===== src/design/srfr_pkg.sv =====
// Shared constants, register codes and inter-module types for the sync pair row frame receiver.
// No dependencies; every other design file refers to it by scoped names.
`timescale 1ns / 1ps
`default_nettype none

package srfr_pkg;

  localparam int BYTE_W      = 8;
  localparam int ROWS        = 8;
  localparam int ROW_BYTES   = 2;
  localparam int ROW_DATA_W  = ROW_BYTES * BYTE_W;
  localparam int ROW_W       = (ROWS > 1) ? $clog2(ROWS) : 1;
  localparam int LANE_W      = (ROW_BYTES > 1) ? $clog2(ROW_BYTES) : 1;

  // Two frame banks: one filling while the other drains
  localparam int NUM_BANKS   = 2;
  localparam int BANK_W      = 1;
  localparam int USE_W       = 2;
  localparam int MEM_ADDR_W  = BANK_W + ROW_W;
  localparam int MEM_DEPTH   = 2 ** MEM_ADDR_W;

  // Frame token queue
  localparam int QDEPTH      = 2;
  localparam int QPTR_W      = 1;
  localparam int QCNT_W      = 2;

  // Port field widths
  localparam int ROW_INDEX_W = 3;
  localparam int ROW_BITS_W  = 16;
  localparam int CFG_INDEX_W = 2;

  // Configuration register indexes
  localparam logic [CFG_INDEX_W-1:0] CFG_SYNC_FIRST  = 2'd0;
  localparam logic [CFG_INDEX_W-1:0] CFG_SYNC_SECOND = 2'd1;

  localparam logic [BYTE_W-1:0] SYNC_FIRST_RESET  = 8'hAA;
  localparam logic [BYTE_W-1:0] SYNC_SECOND_RESET = 8'h55;

  typedef struct packed {
    logic                  en;
    logic [MEM_ADDR_W-1:0] addr;
    logic [ROW_DATA_W-1:0] data;
  } mem_wr_t;

  typedef struct packed {
    logic                  en;
    logic [MEM_ADDR_W-1:0] addr;
  } mem_rd_t;

  typedef enum logic [2:0] {
    B_IDLE = 3'b001,
    B_READ = 3'b010,
    B_SHOW = 3'b100
  } back_state_t;

endpackage

`default_nettype wire


===== src/design/srfr_store.sv =====
// Two-bank row store: one write port from the front end, one registered read port to the back end.
// Depends on srfr_pkg.
`timescale 1ns / 1ps
`default_nettype none

module srfr_store (
  input  wire logic                           clk,
  input  wire srfr_pkg::mem_wr_t              wr,
  input  wire srfr_pkg::mem_rd_t              rd,
  output logic [srfr_pkg::ROW_DATA_W-1:0]     rd_data
);

  logic [srfr_pkg::ROW_DATA_W-1:0] mem [srfr_pkg::MEM_DEPTH];

  always_ff @(posedge clk) begin
    if (wr.en) begin
      mem[wr.addr] <= wr.data;
    end
  end

  always_ff @(posedge clk) begin
    if (rd.en) begin
      rd_data <= mem[rd.addr];
    end
  end

endmodule

`default_nettype wire


===== src/design/srfr_front.sv =====
// Front end: configuration registers, sync pair hunt, row assembly and frame bank writes.
// Depends on srfr_pkg; feeds srfr_store and srfr_queue.
`timescale 1ns / 1ps
`default_nettype none

module srfr_front (
  input  wire logic                              clk,
  input  wire logic                              rst,
  input  wire logic                              in_valid,
  output logic                                   in_ready,
  input  wire logic [srfr_pkg::BYTE_W-1:0]       rx_byte,
  input  wire logic                              cfg_valid,
  output logic                                   cfg_ready,
  input  wire logic [srfr_pkg::CFG_INDEX_W-1:0]  cfg_index,
  input  wire logic [srfr_pkg::BYTE_W-1:0]       cfg_data,
  output srfr_pkg::mem_wr_t                      wr,
  output logic                                   push_valid,
  output logic [srfr_pkg::BANK_W-1:0]            push_bank,
  input  wire logic                              frame_done
);

  logic [srfr_pkg::BYTE_W-1:0]     sync_first;
  logic [srfr_pkg::BYTE_W-1:0]     sync_second;
  logic                            in_payload;
  logic                            first_sync_seen;
  logic [srfr_pkg::LANE_W-1:0]     lane;
  logic [srfr_pkg::ROW_W-1:0]      row;
  logic [srfr_pkg::BANK_W-1:0]     wr_bank;
  logic [srfr_pkg::USE_W-1:0]      in_use;
  logic [srfr_pkg::USE_W-1:0]      in_use_next;
  logic [srfr_pkg::ROW_DATA_W-1:0] acc;
  logic [srfr_pkg::ROW_DATA_W-1:0] acc_next;
  logic                            accept;
  logic                            lane_last;
  logic                            row_last;
  logic                            frame_end;

  assign cfg_ready = 1'b1;

  // Hold the first payload beat of a frame until a bank is free
  assign in_ready = !(in_payload && (lane == '0) && (row == '0) &&
                      (in_use == srfr_pkg::USE_W'(srfr_pkg::NUM_BANKS)));
  assign accept    = in_valid && in_ready;
  assign lane_last = (lane == srfr_pkg::LANE_W'(srfr_pkg::ROW_BYTES - 1));
  assign row_last  = (row == srfr_pkg::ROW_W'(srfr_pkg::ROWS - 1));
  assign frame_end = accept && in_payload && lane_last && row_last;

  always_comb begin
    acc_next = acc;
    acc_next[lane * srfr_pkg::BYTE_W +: srfr_pkg::BYTE_W] = rx_byte;
  end

  assign wr.en   = accept && in_payload && lane_last;
  assign wr.addr = {wr_bank, row};
  assign wr.data = acc_next;

  assign push_valid = frame_end;
  assign push_bank  = wr_bank;

  always_comb begin
    in_use_next = in_use;
    if (frame_end && !frame_done) begin
      in_use_next = in_use + srfr_pkg::USE_W'(1);
    end else if (!frame_end && frame_done) begin
      in_use_next = in_use - srfr_pkg::USE_W'(1);
    end
  end

  always_ff @(posedge clk) begin
    if (rst) begin
      sync_first  <= srfr_pkg::SYNC_FIRST_RESET;
      sync_second <= srfr_pkg::SYNC_SECOND_RESET;
    end else if (cfg_valid && cfg_ready) begin
      case (cfg_index)
        srfr_pkg::CFG_SYNC_FIRST:  sync_first  <= cfg_data;
        srfr_pkg::CFG_SYNC_SECOND: sync_second <= cfg_data;
        default: ;
      endcase
    end
  end

  always_ff @(posedge clk) begin
    if (rst) begin
      in_payload      <= 1'b0;
      first_sync_seen <= 1'b0;
      lane            <= '0;
      row             <= '0;
      wr_bank         <= '0;
      in_use          <= '0;
    end else begin
      in_use <= in_use_next;
      if (accept) begin
        if (!in_payload) begin
          if (first_sync_seen && (rx_byte == sync_second)) begin
            first_sync_seen <= 1'b0;
            in_payload      <= 1'b1;
            lane            <= '0;
            row             <= '0;
          end else begin
            // re-arm at once when the mismatching beat is itself the first sync byte
            first_sync_seen <= (rx_byte == sync_first);
          end
        end else if (lane_last) begin
          lane <= '0;
          if (row_last) begin
            row        <= '0;
            in_payload <= 1'b0;
            wr_bank    <= wr_bank + srfr_pkg::BANK_W'(1);
          end else begin
            row <= row + srfr_pkg::ROW_W'(1);
          end
        end else begin
          lane <= lane + srfr_pkg::LANE_W'(1);
        end
      end
    end
  end

  always_ff @(posedge clk) begin
    if (accept && in_payload) begin
      acc <= acc_next;
    end
  end

endmodule

`default_nettype wire


===== src/design/srfr_queue.sv =====
// Short queue of completed frame bank numbers between front end and back end.
// Depends on srfr_pkg.
`timescale 1ns / 1ps
`default_nettype none

module srfr_queue (
  input  wire logic                           clk,
  input  wire logic                           rst,
  input  wire logic                           push_valid,
  input  wire logic [srfr_pkg::BANK_W-1:0]    push_bank,
  input  wire logic                           pop,
  output logic                                pop_valid,
  output logic [srfr_pkg::BANK_W-1:0]         pop_bank
);

  logic [srfr_pkg::BANK_W-1:0] slots [srfr_pkg::QDEPTH];
  logic [srfr_pkg::QPTR_W-1:0] wr_ptr;
  logic [srfr_pkg::QPTR_W-1:0] rd_ptr;
  logic [srfr_pkg::QCNT_W-1:0] count;
  logic                        do_pop;

  assign pop_valid = (count != '0);
  assign pop_bank  = slots[rd_ptr];
  assign do_pop    = pop && pop_valid;

  always_ff @(posedge clk) begin
    if (push_valid) begin
      slots[wr_ptr] <= push_bank;
    end
  end

  always_ff @(posedge clk) begin
    if (rst) begin
      wr_ptr <= '0;
      rd_ptr <= '0;
      count  <= '0;
    end else begin
      if (push_valid) begin
        wr_ptr <= wr_ptr + srfr_pkg::QPTR_W'(1);
      end
      if (do_pop) begin
        rd_ptr <= rd_ptr + srfr_pkg::QPTR_W'(1);
      end
      if (push_valid && !do_pop) begin
        count <= count + srfr_pkg::QCNT_W'(1);
      end else if (!push_valid && do_pop) begin
        count <= count - srfr_pkg::QCNT_W'(1);
      end
    end
  end

endmodule

`default_nettype wire


===== src/design/srfr_back.sv =====
// Back end: takes a finished frame bank from the queue and shows its rows one per beat.
// Depends on srfr_pkg; reads srfr_store.
`timescale 1ns / 1ps
`default_nettype none

module srfr_back (
  input  wire logic                              clk,
  input  wire logic                              rst,
  input  wire logic                              pop_valid,
  input  wire logic [srfr_pkg::BANK_W-1:0]       pop_bank,
  output logic                                   pop,
  output srfr_pkg::mem_rd_t                      rd,
  input  wire logic [srfr_pkg::ROW_DATA_W-1:0]   rd_data,
  output logic                                   out_valid,
  input  wire logic                              out_ready,
  output logic [srfr_pkg::ROW_INDEX_W-1:0]       row_index,
  output logic [srfr_pkg::ROW_BITS_W-1:0]        row_bits,
  output logic                                   last_row,
  output logic                                   frame_done
);

  srfr_pkg::back_state_t       state;
  srfr_pkg::back_state_t       state_next;
  logic [srfr_pkg::BANK_W-1:0] bank;
  logic [srfr_pkg::ROW_W-1:0]  row;
  logic                        row_last;

  assign row_last   = (row == srfr_pkg::ROW_W'(srfr_pkg::ROWS - 1));
  assign pop        = (state == srfr_pkg::B_IDLE) && pop_valid;
  assign rd.en      = (state == srfr_pkg::B_READ);
  assign rd.addr    = {bank, row};
  assign out_valid  = (state == srfr_pkg::B_SHOW);
  assign row_index  = srfr_pkg::ROW_INDEX_W'(row);
  assign row_bits   = srfr_pkg::ROW_BITS_W'(rd_data);
  assign last_row   = row_last;
  assign frame_done = out_valid && out_ready && row_last;

  always_comb begin
    state_next = state;
    case (state)
      srfr_pkg::B_IDLE: if (pop_valid) state_next = srfr_pkg::B_READ;
      srfr_pkg::B_READ: state_next = srfr_pkg::B_SHOW;
      srfr_pkg::B_SHOW: begin
        if (out_ready) begin
          state_next = row_last ? srfr_pkg::B_IDLE : srfr_pkg::B_READ;
        end
      end
      default: state_next = srfr_pkg::B_IDLE;
    endcase
  end

  always_ff @(posedge clk) begin
    if (rst) begin
      state <= srfr_pkg::B_IDLE;
      row   <= '0;
      bank  <= '0;
    end else begin
      state <= state_next;
      if (pop) begin
        bank <= pop_bank;
        row  <= '0;
      end else if (out_valid && out_ready && !row_last) begin
        row <= row + srfr_pkg::ROW_W'(1);
      end
    end
  end

endmodule

`default_nettype wire


===== src/design/sync_pair_row_frame_receiver.sv =====
// Sync pair row frame receiver, top level.
// Input: one byte per cycle; the first payload beat of a frame stalls only while both banks wait.
// Output: after the last payload beat the bank number passes through the queue; each row then
// takes a memory read state and a show state (held until out_ready) in the back end, ROWS rows per frame.
// Synchronous active-high reset: hunting, sync bytes 0xAA/0x55, queue and back end empty.
// Depends on srfr_pkg, srfr_front, srfr_queue, srfr_store, srfr_back.
`timescale 1ns / 1ps
`default_nettype none

module sync_pair_row_frame_receiver (
  input  wire logic                              clk,
  input  wire logic                              rst,
  input  wire logic                              in_valid,
  output logic                                   in_ready,
  input  wire logic [srfr_pkg::BYTE_W-1:0]       rx_byte,
  input  wire logic                              cfg_valid,
  output logic                                   cfg_ready,
  input  wire logic [srfr_pkg::CFG_INDEX_W-1:0]  cfg_index,
  input  wire logic [srfr_pkg::BYTE_W-1:0]       cfg_data,
  output logic                                   out_valid,
  input  wire logic                              out_ready,
  output logic [srfr_pkg::ROW_INDEX_W-1:0]       row_index,
  output logic [srfr_pkg::ROW_BITS_W-1:0]        row_bits,
  output logic                                   last_row
);

  srfr_pkg::mem_wr_t               wr;
  srfr_pkg::mem_rd_t               rd;
  logic [srfr_pkg::ROW_DATA_W-1:0] rd_data;
  logic                            push_valid;
  logic [srfr_pkg::BANK_W-1:0]     push_bank;
  logic                            pop;
  logic                            pop_valid;
  logic [srfr_pkg::BANK_W-1:0]     pop_bank;
  logic                            frame_done;

  srfr_front u_front (
    .clk        (clk),
    .rst        (rst),
    .in_valid   (in_valid),
    .in_ready   (in_ready),
    .rx_byte    (rx_byte),
    .cfg_valid  (cfg_valid),
    .cfg_ready  (cfg_ready),
    .cfg_index  (cfg_index),
    .cfg_data   (cfg_data),
    .wr         (wr),
    .push_valid (push_valid),
    .push_bank  (push_bank),
    .frame_done (frame_done)
  );

  srfr_queue u_queue (
    .clk        (clk),
    .rst        (rst),
    .push_valid (push_valid),
    .push_bank  (push_bank),
    .pop        (pop),
    .pop_valid  (pop_valid),
    .pop_bank   (pop_bank)
  );

  srfr_store u_store (
    .clk     (clk),
    .wr      (wr),
    .rd      (rd),
    .rd_data (rd_data)
  );

  srfr_back u_back (
    .clk        (clk),
    .rst        (rst),
    .pop_valid  (pop_valid),
    .pop_bank   (pop_bank),
    .pop        (pop),
    .rd         (rd),
    .rd_data    (rd_data),
    .out_valid  (out_valid),
    .out_ready  (out_ready),
    .row_index  (row_index),
    .row_bits   (row_bits),
    .last_row   (last_row),
    .frame_done (frame_done)
  );

endmodule

`default_nettype wire


===== config.mk =====
export PLATFORM = sky130hd
export DESIGN_NAME = sync_pair_row_frame_receiver
export DESIGN_NICKNAME = d
export VERILOG_FILES = /design/src/design/srfr_pkg.sv /design/src/design/srfr_store.sv /design/src/design/srfr_front.sv /design/src/design/srfr_queue.sv /design/src/design/srfr_back.sv /design/src/design/sync_pair_row_frame_receiver.sv
export SDC_FILE = /design/constraint.sdc
export NUM_CORES = 1
export LEC_CHECK = 0
export BUFFER_PORTS_ARGS = -buffer_cell sky130_fd_sc_hd__buf_2
export CELL_PAD_IN_SITES_DETAIL_PLACEMENT = 2
export CELL_PAD_IN_SITES_GLOBAL_PLACEMENT = 2
export CORE_MARGIN = 2
export CORE_UTILIZATION = 52
export DETAILED_ROUTE_END_ITERATION = 12
export PLACE_DENSITY_LB_ADDON = 0.2
export SYNTH_ARGS = -nofsm -noshare
export SYNTH_HDL_FRONTEND = slang
export SYNTH_SLANG_ARGS = --single-unit

===== constraint.sdc =====
create_clock -name clk -period 4.3 [get_ports clk]
set_clock_uncertainty 0.2 [all_clocks]
set_input_delay 0.86 -clock clk [delete_from_list [all_inputs] [get_ports clk]]
set_output_delay 0.86 -clock clk [all_outputs]
set_load 0.03 [all_outputs]

==> results of run 1 <==
==> cell usage after synthesis (all sizes together) (3+ instances only) <==
cell    instances
edfxtp        290
mux4           80
dfxtp          36
nor2           35
buf            18
mux2           16
xor2           16
clkbuf         14
nor3           13
inv            11
mux2i          11
ha              9
xnor2           9
a211o           8
a21oi           8
nand2           8
nor2b           5
nand2b          4
nand4           4
nor3b           4
and3            3
nand3           3
nand3b          3
o211ai          3
o21ai           3
==> metrics by stage <==
stage	cell area [um^2]	setup WS, ns	std cells	hold slack (ns)
floorplan	12800	1.20	624	0.224
global placement	13400	1.59	982	0.268
==> cell families after synthesis <==
family          after synthesis
compound gates               26
xor+xnor                     25
fa+ha+maj                     9
buf+inv                      43
flops                       326
mux                         107
other cells                   1
simple gates                 87
==> summary.txt, run 1 <==
Outcome
  – Status: did not finish
  – Failing step: 3_5_place_dp
  – Err: [ERROR DPL-0033] detailed placement checks failed during check placement.

Place
  – Port buffer count: 44
  – HPWL after detailed placement: 22400 um
  – RePlAce Congestion: 0.771

Synth
  – Synthesized cell area: 12800 um^2
  – Compound-gate portion of the synthesized area: 1.43%
  – Synth warnings: 0
  – Largest area contributor in the netlist: edfxtp_1
  – Main synth FF type: edfxtp_1
  – Post-synth EDFFs: 290
  – Top cells by area, synth: edfxtp_1, mux4_2, dfxtp_1, mux4_1, mux2_2
  – Yosys reg bits: 326
  – Syn nets: 656
  – Top cell type's share of synthesized area: 68.2%
  – Post-synth cell types: 41
  – Post-Synth Simple-Gate Area: 3.40%
  – Largest family of logic cells by synthesized area: multiplexers
  – Seq/Total Area, Yosys: 73.9%
  – Synth Area in XOR/XNOR: 1.72%
  – Syn Area/Cell: 20.5 um^2
  – Synthesized instance count: 624
  – Ys async rst share: 0%
  – Synth Area in Adders: 0.882%
  – Mux share of post-synthesis cell area: 16.8%

Floorplanning
  – Die X: 161 um
  – # IOs: 46
  – Die span in y: 161 um
  – Starting density of the core: 52.8%
  – Site Rows: 57
==> run 2, diff against run 1 <==
--- a/config.mk
+++ b/config.mk
@@ -6,12 +6,10 @@
 export NUM_CORES = 1
 export LEC_CHECK = 0
 export BUFFER_PORTS_ARGS = -buffer_cell sky130_fd_sc_hd__buf_2
-export CELL_PAD_IN_SITES_DETAIL_PLACEMENT = 2
-export CELL_PAD_IN_SITES_GLOBAL_PLACEMENT = 2
 export CORE_MARGIN = 2
-export CORE_UTILIZATION = 52
+export CORE_UTILIZATION = 40
 export DETAILED_ROUTE_END_ITERATION = 12
-export PLACE_DENSITY_LB_ADDON = 0.2
+export PLACE_DENSITY_LB_ADDON = 0.15
 export SYNTH_ARGS = -nofsm -noshare
 export SYNTH_HDL_FRONTEND = slang
 export SYNTH_SLANG_ARGS = --single-unit
==> run 2 against run 1 <==
Against the previous run: the flow now finishes without violations; synthesized cell count is the same; area after synthesis is the same.
==> summary.txt, run 2 <==
Outcome
  – Status: finished, final reports clean

Synth
  – Compound-gate portion of the synthesized area: 1.43%
  – Synth Area in Adders: 0.882%
  – Synth warnings: 0
  – Syn nets: 656
  – Seq/Total Area, Yosys: 73.9%
  – Synthesized instance count: 624
  – Yosys reg bits: 326
  – Syn Area/Cell: 20.5 um^2
  – Post-synth cell types: 41
  – Mux share of post-synthesis cell area: 16.8%
  – Main synth FF type: edfxtp_1
  – Post-Synth Simple-Gate Area: 3.40%
  – Most instantiated cells after synthesis: edfxtp_1, mux4_2, dfxtp_1
  – Post-synth EDFFs: 290
  – Synthesized cell area: 12800 um^2
  – Ys async rst share: 0%
  – Top cell type's share of synthesized area: 68.2%
  – Largest family of logic cells by synthesized area: multiplexers
  – Largest area contributor in the netlist: edfxtp_1
  – Synth Area in XOR/XNOR: 1.72%
  – Most numerous cell in the Yosys netlist: edfxtp_1
  – Top cells by area, synth: edfxtp_1, mux4_2, dfxtp_1, mux4_1, mux2_2

Place
  – HPWL after detailed placement: 15300 um
  – RePlAce Congestion: 0.748
  – Dpl cells: 1060
  – Port buffer count: 44

Setup path
  – Crit path max-delay family: flip-flops
  – CP cell instances: ha_1, ha_1, buf_2
  – Worst setup EP type: output pin
  – Req. time, crit path: 3.24 ns
  – RR Endpoint: u_queue.count[1]
  – R2R Path Start: u_front.lane
  – Setup crit start: u_back.row_index[0]
  – Peak fanout along the critical path: 36
  – Worst reg-to-reg setup slack: 1.50 ns
  – Most used cell along the critical path: ha_1
  – R2R depth: 5
  – Biggest cell delay along the critical path: 0.82 ns
  – Crit path max-delay cell type: dfxtp_4
  – CP bufs+invs: 1
  – Critical Path AT: 2.09 ns
  – Critical path class: reg -> out
  – CP startpoint kind: flop

Clocking
  – CTS max path bufs: 3
  – Hold buffer count at cts: 0
  – Skew-Pair Late Insertion Delay: 0.51 ns
  – TritonCTS clock tree: yes
  – Root buf cell: clkbuf_16
  – Num CTS Buffers: 36
  – Worst-path clk slew: 0.06 ns
  – H-tree Lvls: 2
  – Post-CTS Setup Inserts: 0
  – Clock Sinks: 326
  – Resized cells post-CTS: 0

Route
  – Post-route ant nets: 0
  – Routed vias: 6043
  – Routed WL: 27200 um
  – DRT iter0 DRCs: 446
  – DRC viols: 0
  – Vias/cell: 5.38
  – Drt first pass iters: 4
  – WL per Instance: 24.2 um

Power and ir drop
  – Pleak: 4.11 nW
  – Switch share: 20.6%
  – Reg power frac: 52.1%
  – Pwr Density: 466 nW/um^2
  – Tot Pwr: 6.83 mW
  – Comb pwr share: 4.1%
  – Clock network power share: 43.8%
  – VDD IR max: 0.434 mV
  – Sw Pwr: 1.41 mW
  – Cell Int Power: 5.42 mW

Timing
  – RSZ-0062 raised after global routing: no
  – Tcrit/Tclk final: 73.3%
  – Final hold violations: 0
  – Final Critical Period: 3.15 ns
  – Worst slew margin relative to its limit: 42.5%
  – F_max: 317 MHz
  – Slew @ Worst Pin: 0.862 ns
  – Final Setup Violations: 0
  – Fin. max-slew vios: 0
  – Post-Route Setup TNS: 0 ns
  – Hold WS: 0.282 ns

Min path
  – Hold depth: 1
  – Hold Crit Class: reg -> reg
  – Hold Crit Endpoint: u_front.sync_second[0]
  – Hold Crit Start: u_front.sync_second[0]

Final layout
  – Most frequent cells in the layout: edfxtp_1, mux4_2, buf_2, clkbuf_16, nor2_1
  – Area grow syn2layout: 14.8%
  – Max FFs per register: 256
  – Top reg by flops: u_store.mem
  – Regs by FF count: u_store.mem x256, u_front.acc x16, u_store.rd_data x16
  – Antenna diodes: 0
  – Fraction of layout cells with a size suffix above 1: 28.9%
  – Final Non-Filler Cells: 1124
  – Final nets: 728
  – Commonest non-fill, non-tap cell in the layout: edfxtp_1

Floorplanning
  – # IOs: 46
  – Site Rows: 65
  – Die area: 33400 um^2
  – Total core area: 31500 um^2
  – Starting density of the core: 40.5%
  – Die span in y: 183 um
  – Die X: 183 um

Run
  – MaxCap Viol Count: 0

Global route
  – Vias in the first global route: 6586
  – First-pass GRT wire length: 40700 um
  – GRT Util Overall: 16.8%
  – Initial antenna violation count: 0
  – Overflow after GRT: 0
  – Largest net degree at the start of global routing: 37
==> run 2: cell counts after synthesis <==
No cell type changed its count.
==> run 2: cell families after synthesis <==
logic type	count (synthesis)
flip-flops	326
other	1
multiplexers	107
AND/OR/NAND/NOR	87
buffers and inverters	43
adder cells (fa/ha/maj)	9
AO/OA/AOI/OAI	26
XOR/XNOR	25
==> run 2: metrics by stage <==
stage / setup WS (ns) / util (%) / instance area, um^2
finish: 1.15 / 46.5 / 14600
global route: 0.944 / 46.5 / 14600
CTS: 1.06 / 46.5 / 14600
detailed placement: 1.46 / 42.9 / 13500
global placement: 1.55 / 42.9 / 13500
floorplan: 1.20 / - / 12800
==> run 2: power groups by stage <==
stage | logic (mW) | registers, mW | clock network (mW)
after floorplan | 0.240 | 3.58 | 0
after global placement | 0.272 | 3.63 | 0
after detailed placement | 0.282 | 3.63 | 0
after CTS | 0.283 | 3.56 | 3.05
after global routing | 0.305 | 3.57 | 3.18
final | 0.279 | 3.56 | 2.99
==> run 2: cell type report <==
class | count | area, um^2
well taps | 402 | 503
repair buffers | 66 | 398
multi-input cells | 255 | 3120
flip-flops and latches | 326 | 9440
clock buffers | 44 | 952
clock inverters | 20 | 198
inverters | 11 | 41.3
fillers | 2607 | 16800
==> run 2: routing by layer <==
metal,vias to the layer above,global-route usage (%),part of all wire (%)
li1,2680,-,-
met1,3161,21.4,42
met2,157,29.7,52
met3,45,2.59,4.6
met4,0,4.81,2.2
met5,-,0,0
==> run 2: worst max-delay path by stage <==
| stage | end | slack [ns] | depth (start not counted) |
|---|---|---|---|
| floorplan | u_store.mem[3][0] | 1.20 | 4 |
| global placement | u_store.rd_data[0] | 1.55 | 3 |
| detailed placement | u_store.rd_data[0] | 1.46 | 3 |
| CTS | last_row | 1.06 | 3 |
| global route | last_row | 0.94 | 3 |
| finish | last_row | 1.15 | 3 |
(Power assumes the default switching activity.)
